--- src/rtl/vze_pkg.sv ---
`default_nettype none

package vze_pkg;

  localparam int VALUE_W   = 64;
  localparam int HALF_W    = 32;
  localparam int GROUP_W   = 7;
  localparam int BYTE_W    = 8;
  localparam int MAX_BYTES = 10;
  localparam int CNT_W     = 4;

  localparam logic [BYTE_W-1:0] LOW7 = 8'h7F;
  localparam logic [BYTE_W-1:0] CONT = 8'h80;

  // Masks to the selected width and applies the zigzag map when signed.
  function automatic logic [VALUE_W-1:0] map_value(input logic [VALUE_W-1:0] v,
                                                   input logic sgn,
                                                   input logic wide);
    logic [VALUE_W-1:0] m;
    logic [HALF_W-1:0]  z32;
    logic [VALUE_W-1:0] res;
    m   = wide ? v : {{(VALUE_W-HALF_W){1'b0}}, v[HALF_W-1:0]};
    z32 = {m[HALF_W-2:0], 1'b0} ^ {HALF_W{m[HALF_W-1]}};
    if (!sgn) begin
      res = m;
    end else if (wide) begin
      res = {m[VALUE_W-2:0], 1'b0} ^ {VALUE_W{m[VALUE_W-1]}};
    end else begin
      res = {{(VALUE_W-HALF_W){1'b0}}, z32};
    end
    return res;
  endfunction

  // Number of varint bytes: index of the highest nonzero 7-bit group plus one.
  function automatic logic [CNT_W-1:0] byte_count(input logic [VALUE_W-1:0] v);
    logic [CNT_W-1:0] n;
    n = CNT_W'(1);
    for (int g = 1; g < MAX_BYTES - 1; g++) begin
      if (v[g*GROUP_W +: GROUP_W] != '0) begin
        n = CNT_W'(g + 1);
      end
    end
    if (v[VALUE_W-1]) begin
      n = CNT_W'(MAX_BYTES);
    end
    return n;
  endfunction

endpackage

`default_nettype wire

--- src/rtl/varint_zigzag_encoder.sv ---
`default_nettype none

// Base-128 varint encoder with optional zigzag mapping.
// Input channel: in_valid/in_stall carry one word holding a 64-bit value,
// a signed flag and a width flag. A word is taken at a rising edge where
// in_valid is high and in_stall is low. In 32-bit mode bits 63..32 are
// ignored; a signed value is zigzag mapped at the selected width.
// Output channel: out_valid/out_stall carry one varint byte per word, low
// seven bits first, with out_last on the final byte of each value.
// Pipeline: stage one masks and maps the value, stage two counts the bytes,
// stage three is a shift register that sends one byte per cycle while out_stall
// is low. A word reaches stage three through stage one and then stage two.
// A value takes 1 to 5 output bytes in 32-bit mode and 1 to 10 in 64-bit
// mode; the byte serializer in stage three sets the sustained rate, and the
// two front stages keep taking new words while it is busy, until both are full.
// When the receiver raises out_stall the current byte holds, and the
// front stages fill and then raise in_stall. Reset empties every stage.
module varint_zigzag_encoder (
  input  wire logic                       clk,
  input  wire logic                       rst_n,
  input  wire logic                       in_valid,
  output logic                            in_stall,
  input  wire logic [vze_pkg::VALUE_W-1:0] in_value,
  input  wire logic                       in_is_signed,
  input  wire logic                       in_wide_mode,
  output logic                            out_valid,
  input  wire logic                       out_stall,
  output logic [vze_pkg::BYTE_W-1:0]      out_byte,
  output logic                            out_last
);

  // Stage one: mapped value.
  logic                         s1_vld_r;
  logic [vze_pkg::VALUE_W-1:0]  s1_val_r;
  // Stage two: mapped value and its byte count.
  logic                         s2_vld_r;
  logic [vze_pkg::VALUE_W-1:0]  s2_val_r;
  logic [vze_pkg::CNT_W-1:0]    s2_cnt_r;
  // Stage three: serializer.
  logic                         s3_vld_r;
  logic [vze_pkg::VALUE_W-1:0]  sh_r;
  logic [vze_pkg::CNT_W-1:0]    rem_r;

  logic s3_free, s2_free, s1_free, out_take;

  assign out_take = s3_vld_r && !out_stall;
  // The serializer frees up as the last byte of its value is taken.
  assign s3_free  = !s3_vld_r || (out_take && out_last);
  assign s2_free  = !s2_vld_r || s3_free;
  assign s1_free  = !s1_vld_r || s2_free;
  assign in_stall = !s1_free;

  assign out_valid = s3_vld_r;
  assign out_last  = (rem_r == vze_pkg::CNT_W'(1));
  assign out_byte  = (out_last ? '0 : vze_pkg::CONT)
                   | ({1'b0, sh_r[vze_pkg::GROUP_W-1:0]} & vze_pkg::LOW7);

  always_ff @(posedge clk) begin
    if (!rst_n) begin
      s1_vld_r <= 1'b0;
      s2_vld_r <= 1'b0;
      s3_vld_r <= 1'b0;
    end else begin
      if (s1_free) begin
        s1_vld_r <= in_valid;
      end
      if (s2_free) begin
        s2_vld_r <= s1_vld_r;
      end
      if (s3_free) begin
        s3_vld_r <= s2_vld_r;
      end
    end
  end

  always_ff @(posedge clk) begin
    if (s1_free && in_valid) begin
      s1_val_r <= vze_pkg::map_value(in_value, in_is_signed, in_wide_mode);
    end
    if (s2_free && s1_vld_r) begin
      s2_val_r <= s1_val_r;
      s2_cnt_r <= vze_pkg::byte_count(s1_val_r);
    end
    if (s3_free) begin
      if (s2_vld_r) begin
        sh_r  <= s2_val_r;
        rem_r <= s2_cnt_r;
      end
    end else if (out_take) begin
      sh_r  <= sh_r >> vze_pkg::GROUP_W;
      rem_r <= rem_r - vze_pkg::CNT_W'(1);
    end
  end

  // The byte count in stage two always lies between one and the maximum.
  a_cnt_range: assert property (@(posedge clk) disable iff (!rst_n)
    s2_vld_r |-> (s2_cnt_r != '0) && (s2_cnt_r <= vze_pkg::CNT_W'(vze_pkg::MAX_BYTES)))
    else $error("byte count out of range");

  // A byte is the last one exactly when no higher bits remain to send.
  a_last_matches: assert property (@(posedge clk) disable iff (!rst_n)
    out_valid |-> ((sh_r[vze_pkg::VALUE_W-1:vze_pkg::GROUP_W] == '0) == out_last))
    else $error("last flag disagrees with remaining bits");

  // Taking a middle byte keeps the serializer busy and counts it down.
  a_count_down: assert property (@(posedge clk) disable iff (!rst_n)
    (out_take && !out_last) |=>
      (out_valid && (rem_r == $past(rem_r) - vze_pkg::CNT_W'(1))))
    else $error("serializer lost or skipped a byte");

  // With nothing waiting in stage two, the output empties after a last byte.
  a_drain: assert property (@(posedge clk) disable iff (!rst_n)
    (out_take && out_last && !s2_vld_r) |=> !out_valid)
    else $error("output valid after final byte with empty pipeline");

endmodule

`default_nettype wire
--- config.mk ---
export PLATFORM = sky130hd
export DESIGN_NAME = varint_zigzag_encoder
export DESIGN_NICKNAME = d
export VERILOG_FILES = /design/src/rtl/vze_pkg.sv /design/src/rtl/varint_zigzag_encoder.sv
export SDC_FILE = /design/constraint.sdc
export NUM_CORES = 1
export LEC_CHECK = 0
export ABC_AREA = 1
export BUFFER_PORTS_ARGS = -buffer_cell sky130_fd_sc_hd__buf_2
export CAP_MARGIN = 20
export CORE_ASPECT_RATIO = 0.7
export CORE_UTILIZATION = 45
export DETAILED_ROUTE_END_ITERATION = 12
export HOLD_SLACK_MARGIN = 0.03
export REMOVE_ABC_BUFFERS = 1
export SLEW_MARGIN = 0
export SYNTH_ARGS = -nofsm -noshare
export SYNTH_HDL_FRONTEND = slang
export SYNTH_SLANG_ARGS = --single-unit
--- constraint.sdc ---
create_clock -name clk -period 16.76 [get_ports clk]
set_clock_uncertainty 0.15 [all_clocks]
set_input_delay 3.352 -clock clk [delete_from_list [all_inputs] [get_ports clk]]
set_output_delay 3.352 -clock clk [all_outputs]
set_load 0.01 [all_outputs]
### Word-level counts from Yosys, hierarchy flattened

Index checks and enable logic that the tools add are counted.

* $add $sub $neg: 1
* bitwise logic cells: 3
* reduce and logical (&&, ||, !) cells: 23
* equality and inequality tests: 2
* multiplexer cells: 18

Operators with widths (number)
* 64-bit two-way mux: 6
* 64-bit bitwise XOR: 1
* 7-bit nonzero test: 8
* 4-bit two-way mux: 8
* 32-bit bitwise XOR: 1
* 8-bit two-way mux: 1
* 8-bit by 7-bit bitwise OR with 8-bit output: 1
* 2-bit two-way mux: 3
* 1-bit logical NOT: 5
* 4-bit by 1-bit equality test with 1-bit output, second input constant: 1
* 1-bit logical AND: 4
* 4-bit by 1-bit subtractor with 4-bit output, second input constant: 1
* 1-bit logical OR: 3
* 3-bit OR reduction: 1
* 2-bit inequality test, second input constant: 1
* 2-bit AND reduction: 1
* 2-bit nonzero test: 1

* output and inout port bits: 11
* logic and storage cells: 56
* bits of input ports: 70
* flip-flop bits (word level): 203

### Logic depth before layout (Yosys ltp)

* depth after elaboration: 9
* depth in mapped cells: 11
* gate-level depth less buffers: 11

### Worst setup path after synthesis

No wires, ideal clock.

* path type: input port to flip-flop
* start point: input out_stall
* end point: register rem_r[0] (netlist bit) (enable)
* setup time: 588 ps
* slack: 7555 ps
* data arrival time: 8467 ps
* buffers on the path: 1
* cell stages on the path: 4
* required time: 16022 ps
* path through: or2_1 nand2_2 buf_6 o21ai_0

* longest elaborated chain between the ends: 6
* elaborated cells between the ends (all ways): 7
* classes of those cells: eq/ne (1); reduce/logical (6)

Ends and longest elaborated chain
* from (decl): RTL line varint_zigzag_encoder.sv:27 `input wire logic out_stall,`
* 1-bit logical NOT (*): RTL line varint_zigzag_encoder.sv:46 `assign out_take = s3_vld_r && !out_stall;`
* 1-bit logical AND (*): RTL line varint_zigzag_encoder.sv:46
* 1-bit logical AND: RTL line varint_zigzag_encoder.sv:48 `assign s3_free = !s3_vld_r || (out_take && out_last);`
* 1-bit logical OR: RTL line varint_zigzag_encoder.sv:48
* 2-bit inequality test (no line) or 2-bit nonzero test (tied branches)
* 2-bit AND reduction (no line) (*)
* to (signal assigned): RTL line varint_zigzag_encoder.sv:87 `rem_r <= s2_cnt_r;`
* to (signal assigned): RTL line varint_zigzag_encoder.sv:91 `rem_r <= rem_r - vze_pkg::CNT_W'(1);`
* to (decl): RTL line varint_zigzag_encoder.sv:42 `logic [vze_pkg::CNT_W-1:0] rem_r;`

Mark *: on every way between the ends. The rest lies on a longest branch, timed or not.
A chain may end at the register's enable or synchronous reset.

### Worst setup path in the final report

* start point: input out_stall
* end point: output in_stall

* longest elaborated chain between the ends: 7

Ends and longest elaborated chain
* 1-bit logical NOT: RTL line varint_zigzag_encoder.sv:46
* 1-bit logical AND: RTL line varint_zigzag_encoder.sv:46
* 1-bit logical AND: RTL line varint_zigzag_encoder.sv:48
* 1-bit logical OR: RTL line varint_zigzag_encoder.sv:48
* 1-bit logical OR: RTL line varint_zigzag_encoder.sv:49 `assign s2_free = !s2_vld_r || s3_free;`
* 1-bit logical OR: RTL line varint_zigzag_encoder.sv:50 `assign s1_free = !s1_vld_r || s2_free;`
* 1-bit logical NOT: RTL line varint_zigzag_encoder.sv:51 `assign in_stall = !s1_free;`
* to (decl): RTL line varint_zigzag_encoder.sv:22 `output logic in_stall,`

Every way passes these cells.

==> metrics.md <==
| Metric | Value |
|---|---|
| Synth Warn # | 0 |
| RSZ-0062 raised after global routing | no |
| Tmin final | 8.269 ns |
| Post-cts resize count | 0 |
| Clk sink count | 203 |
| Fillers | 1,697 |
| CP startpoint kind | input port |
| Slew @ Worst Pin | 1.038 ns |
| Post-synthesis cell count | 763 |
| GR peak layer | met2 |
| Post-route setup TNS | 0 ns |
| Remaining antenna violation count | 0 |
| Commonest non-fill, non-tap cell in the layout | nand2_1 |
| Final worst path period share | 0.4934 |
| Register area share after synthesis | 0.6979 |
| Routed WL per cell | 14.37 um |
| Global route total overflow | 0 |
| First-pass GRT wire length | 25,380 um |
| Dpl ws | 8.449 ns |
| Crit path kind | in -> out |
| WP data arrival | 4.77 ns |
| Die width | 168.1 um |
| Netlist cell types | 27 |
| Fin worst setup slack | 8.491 ns |
| Max cap viols | 0 |
| Clock buffer depth | 3 |
| Largest net degree at the start of global routing | 71 |
| Vias per cell | 4.946 |
| Clock Tree Root | clkbuf_16 |
| CTS Buf Count | 21 |
| Setup bufs post-CTS | 0 |
| Mean Syn Cell Area | 11.39 um2 |
| Crit-path max FO | 70 |
| Final Power | 1.154 mW |
| Layout Nets | 902 |
| Leak | 3.925 nW |
| Relative slew slack | 0.3061 |
| Gpl congestion | 0.7322 |
| Setup Viol. Count Final | 0 |
| # hold bufs at CTS | 0 |
| DR vias | 5,376 |
| Fmax achieved | 120.9 MHz |
| Share of layout cells above drive strength 1 | 0.1491 |
| Buffers on Ports | 80 |
| Outcome | complete, no violations |
| Area grow syn2layout | 13.57% |
| Core area | 0.01892 mm2 |
| N_diodes | 0 |
| Final Max Slew Viols | 0 |
| Commonest non-fill, non-tap cells in the layout | 264 x nand2_1, 200 x edfxtp_1, 80 x buf_2 |
| 1st-iter DRT viols | 362 |
| Detailed Routing Iterations Pass 1 | 5 |
| CTS tree | built |
| #FFs+latches synth | 203 |
| Met2 GRT Util | 0.2440 |
| Syn Std Cell Area | 0.008692 mm2 |
| Chip height | 118.3 um |
| Critical Path RT | 13.26 ns |
| Initial core utilization | 0.4595 |
| Initial antenna violation count | 0 |
| H-tree depth | 1 |
| Routing usage on met1 | 0.2416 |
| Vias in the first global route | 5,032 |
| Drt drc | 0 |
| VDD IR max | 0.06567 mV |
| Power per cell area | 116.9 mW/mm2 |
| M3 GR Usage | 0.02880 |
| Die outline area | 0.01988 mm2 |
| Detailed Place HPWL | 9820 um |
| Worst min-delay path class | reg -> reg |
| Final Hold Violating Endpoints | 0 |
| Row cnt | 42 |
| WL final | 15,620 um |
| GRT Overall Usage | 0.1616 |
| Worst skew pair latency | 0.49 ns |
| Reg clk slew, reported paths | 0.06 ns |
| Io pins | 81 |
| Setup crit end kind | output pin |
==> report_power, final <==
part           leakage (nW)  internal, mW  switching [mW]
logic                  1.65        0.0296          0.0566
registers              1.95         0.598          0.0103
clock network         0.326         0.277           0.182
total                  3.93         0.905           0.249
==> kinds of logic (layout without fill, tap and decap cells) <==
group           Yosys count  in the layout  synth area share
buf+inv                  80            162           0.04894
simple gates            334            334            0.1517
compound gates          111            111           0.06535
xor+xnor                 33             33           0.03325
fa+ha+maj                 2              2          0.002878
flops                   203            203            0.6979
==> per-layer routing <==
| layer | wire length (um) | vias up | part of all wire |
|---|---|---|---|
| met5 | 0 | - | 0 |
| met4 | 279 | 0 | 0.018 |
| met3 | 933 | 22 | 0.060 |
| met2 | 6790 | 158 | 0.43 |
| met1 | 7612 | 2471 | 0.49 |
| li1 | - | 2725 | - |
==> final timing paths <==
path	startpoint	cells past startpoint	endpoint	slack [ns]
max	out_stall	8	in_stall	8.49
min	s1_val_r[2]$_DFFE_PP_	0	s2_val_r[2]$_DFFE_PP_	0.27
min reg2reg	s1_val_r[2]$_DFFE_PP_	0	s2_val_r[2]$_DFFE_PP_	0.27
max reg2reg	rem_r[1]$_DFFE_PP_	11	s1_val_r[25]$_DFFE_PP_	13.58
==> worst max-delay path, cell delays in order <==
cell and delay, ns:
buf_2 0.12, or2_1 0.23, nand2_2 0.06, buf_4 0.55, nor2_1 0.13, nand2_1 0.14, inv_1 0.04, buf_2 0.13
==> through the flow <==
step / util / cells / instance area, um2 / hold slack [ns]
finish: 0.5218 / 1087 / 9872 / 0.2676
global route: 0.5218 / 1087 / 9872 / 0.2724
CTS: 0.5208 / 1086 / 9852 / 0.2687
detailed placement: 0.4847 / 1048 / 9169 / 0.2545
global placement: 0.4847 / 1048 / 9169 / 0.2545
floorplan: - / 719 / 8402 / 0.2503
==> cell type report <==
type	count	area, um2	share of cell area
clock buffer	26	544.3	0.05513
clock inverter	12	138.9	0.01407
inverter	36	135.1	0.01369
multi-input combinational	480	2212	0.2241
sequential	203	6066	0.6144
tap	242	302.8	0.03067
timing repair buffer	88	473.0	0.04791
==> registers in the layout (all words and copies together), names as in the netlist <==
register	flops
s1_val_r	64
sh_r	64
rem_r	4
s2_vld_r	1
out_valid	1
s2_cnt_r	4
s2_val_r	64
s1_vld_r	1
==> cells in the mapped netlist (all sizes together) <==
cell type	instances	area share
edfxtp	200	0.69
nand2	265	0.11
xnor2	31	0.031
a31oi	1	0.00072
nor3	3	0.0017
dfxtp	3	0.0069
a21oi	36	0.021
buf	27	0.026
and2	1	0.00072
or2	1	0.00072
inv	36	0.016
nor2	30	0.013
o21ai	74	0.044
nand3	29	0.017
nor2b	1	0.00072
ha	2	0.0029
nor4	4	0.0029
xor2	2	0.0020
clkbuf	17	0.0073
Note: power is estimated with default switching activity, not from simulation.
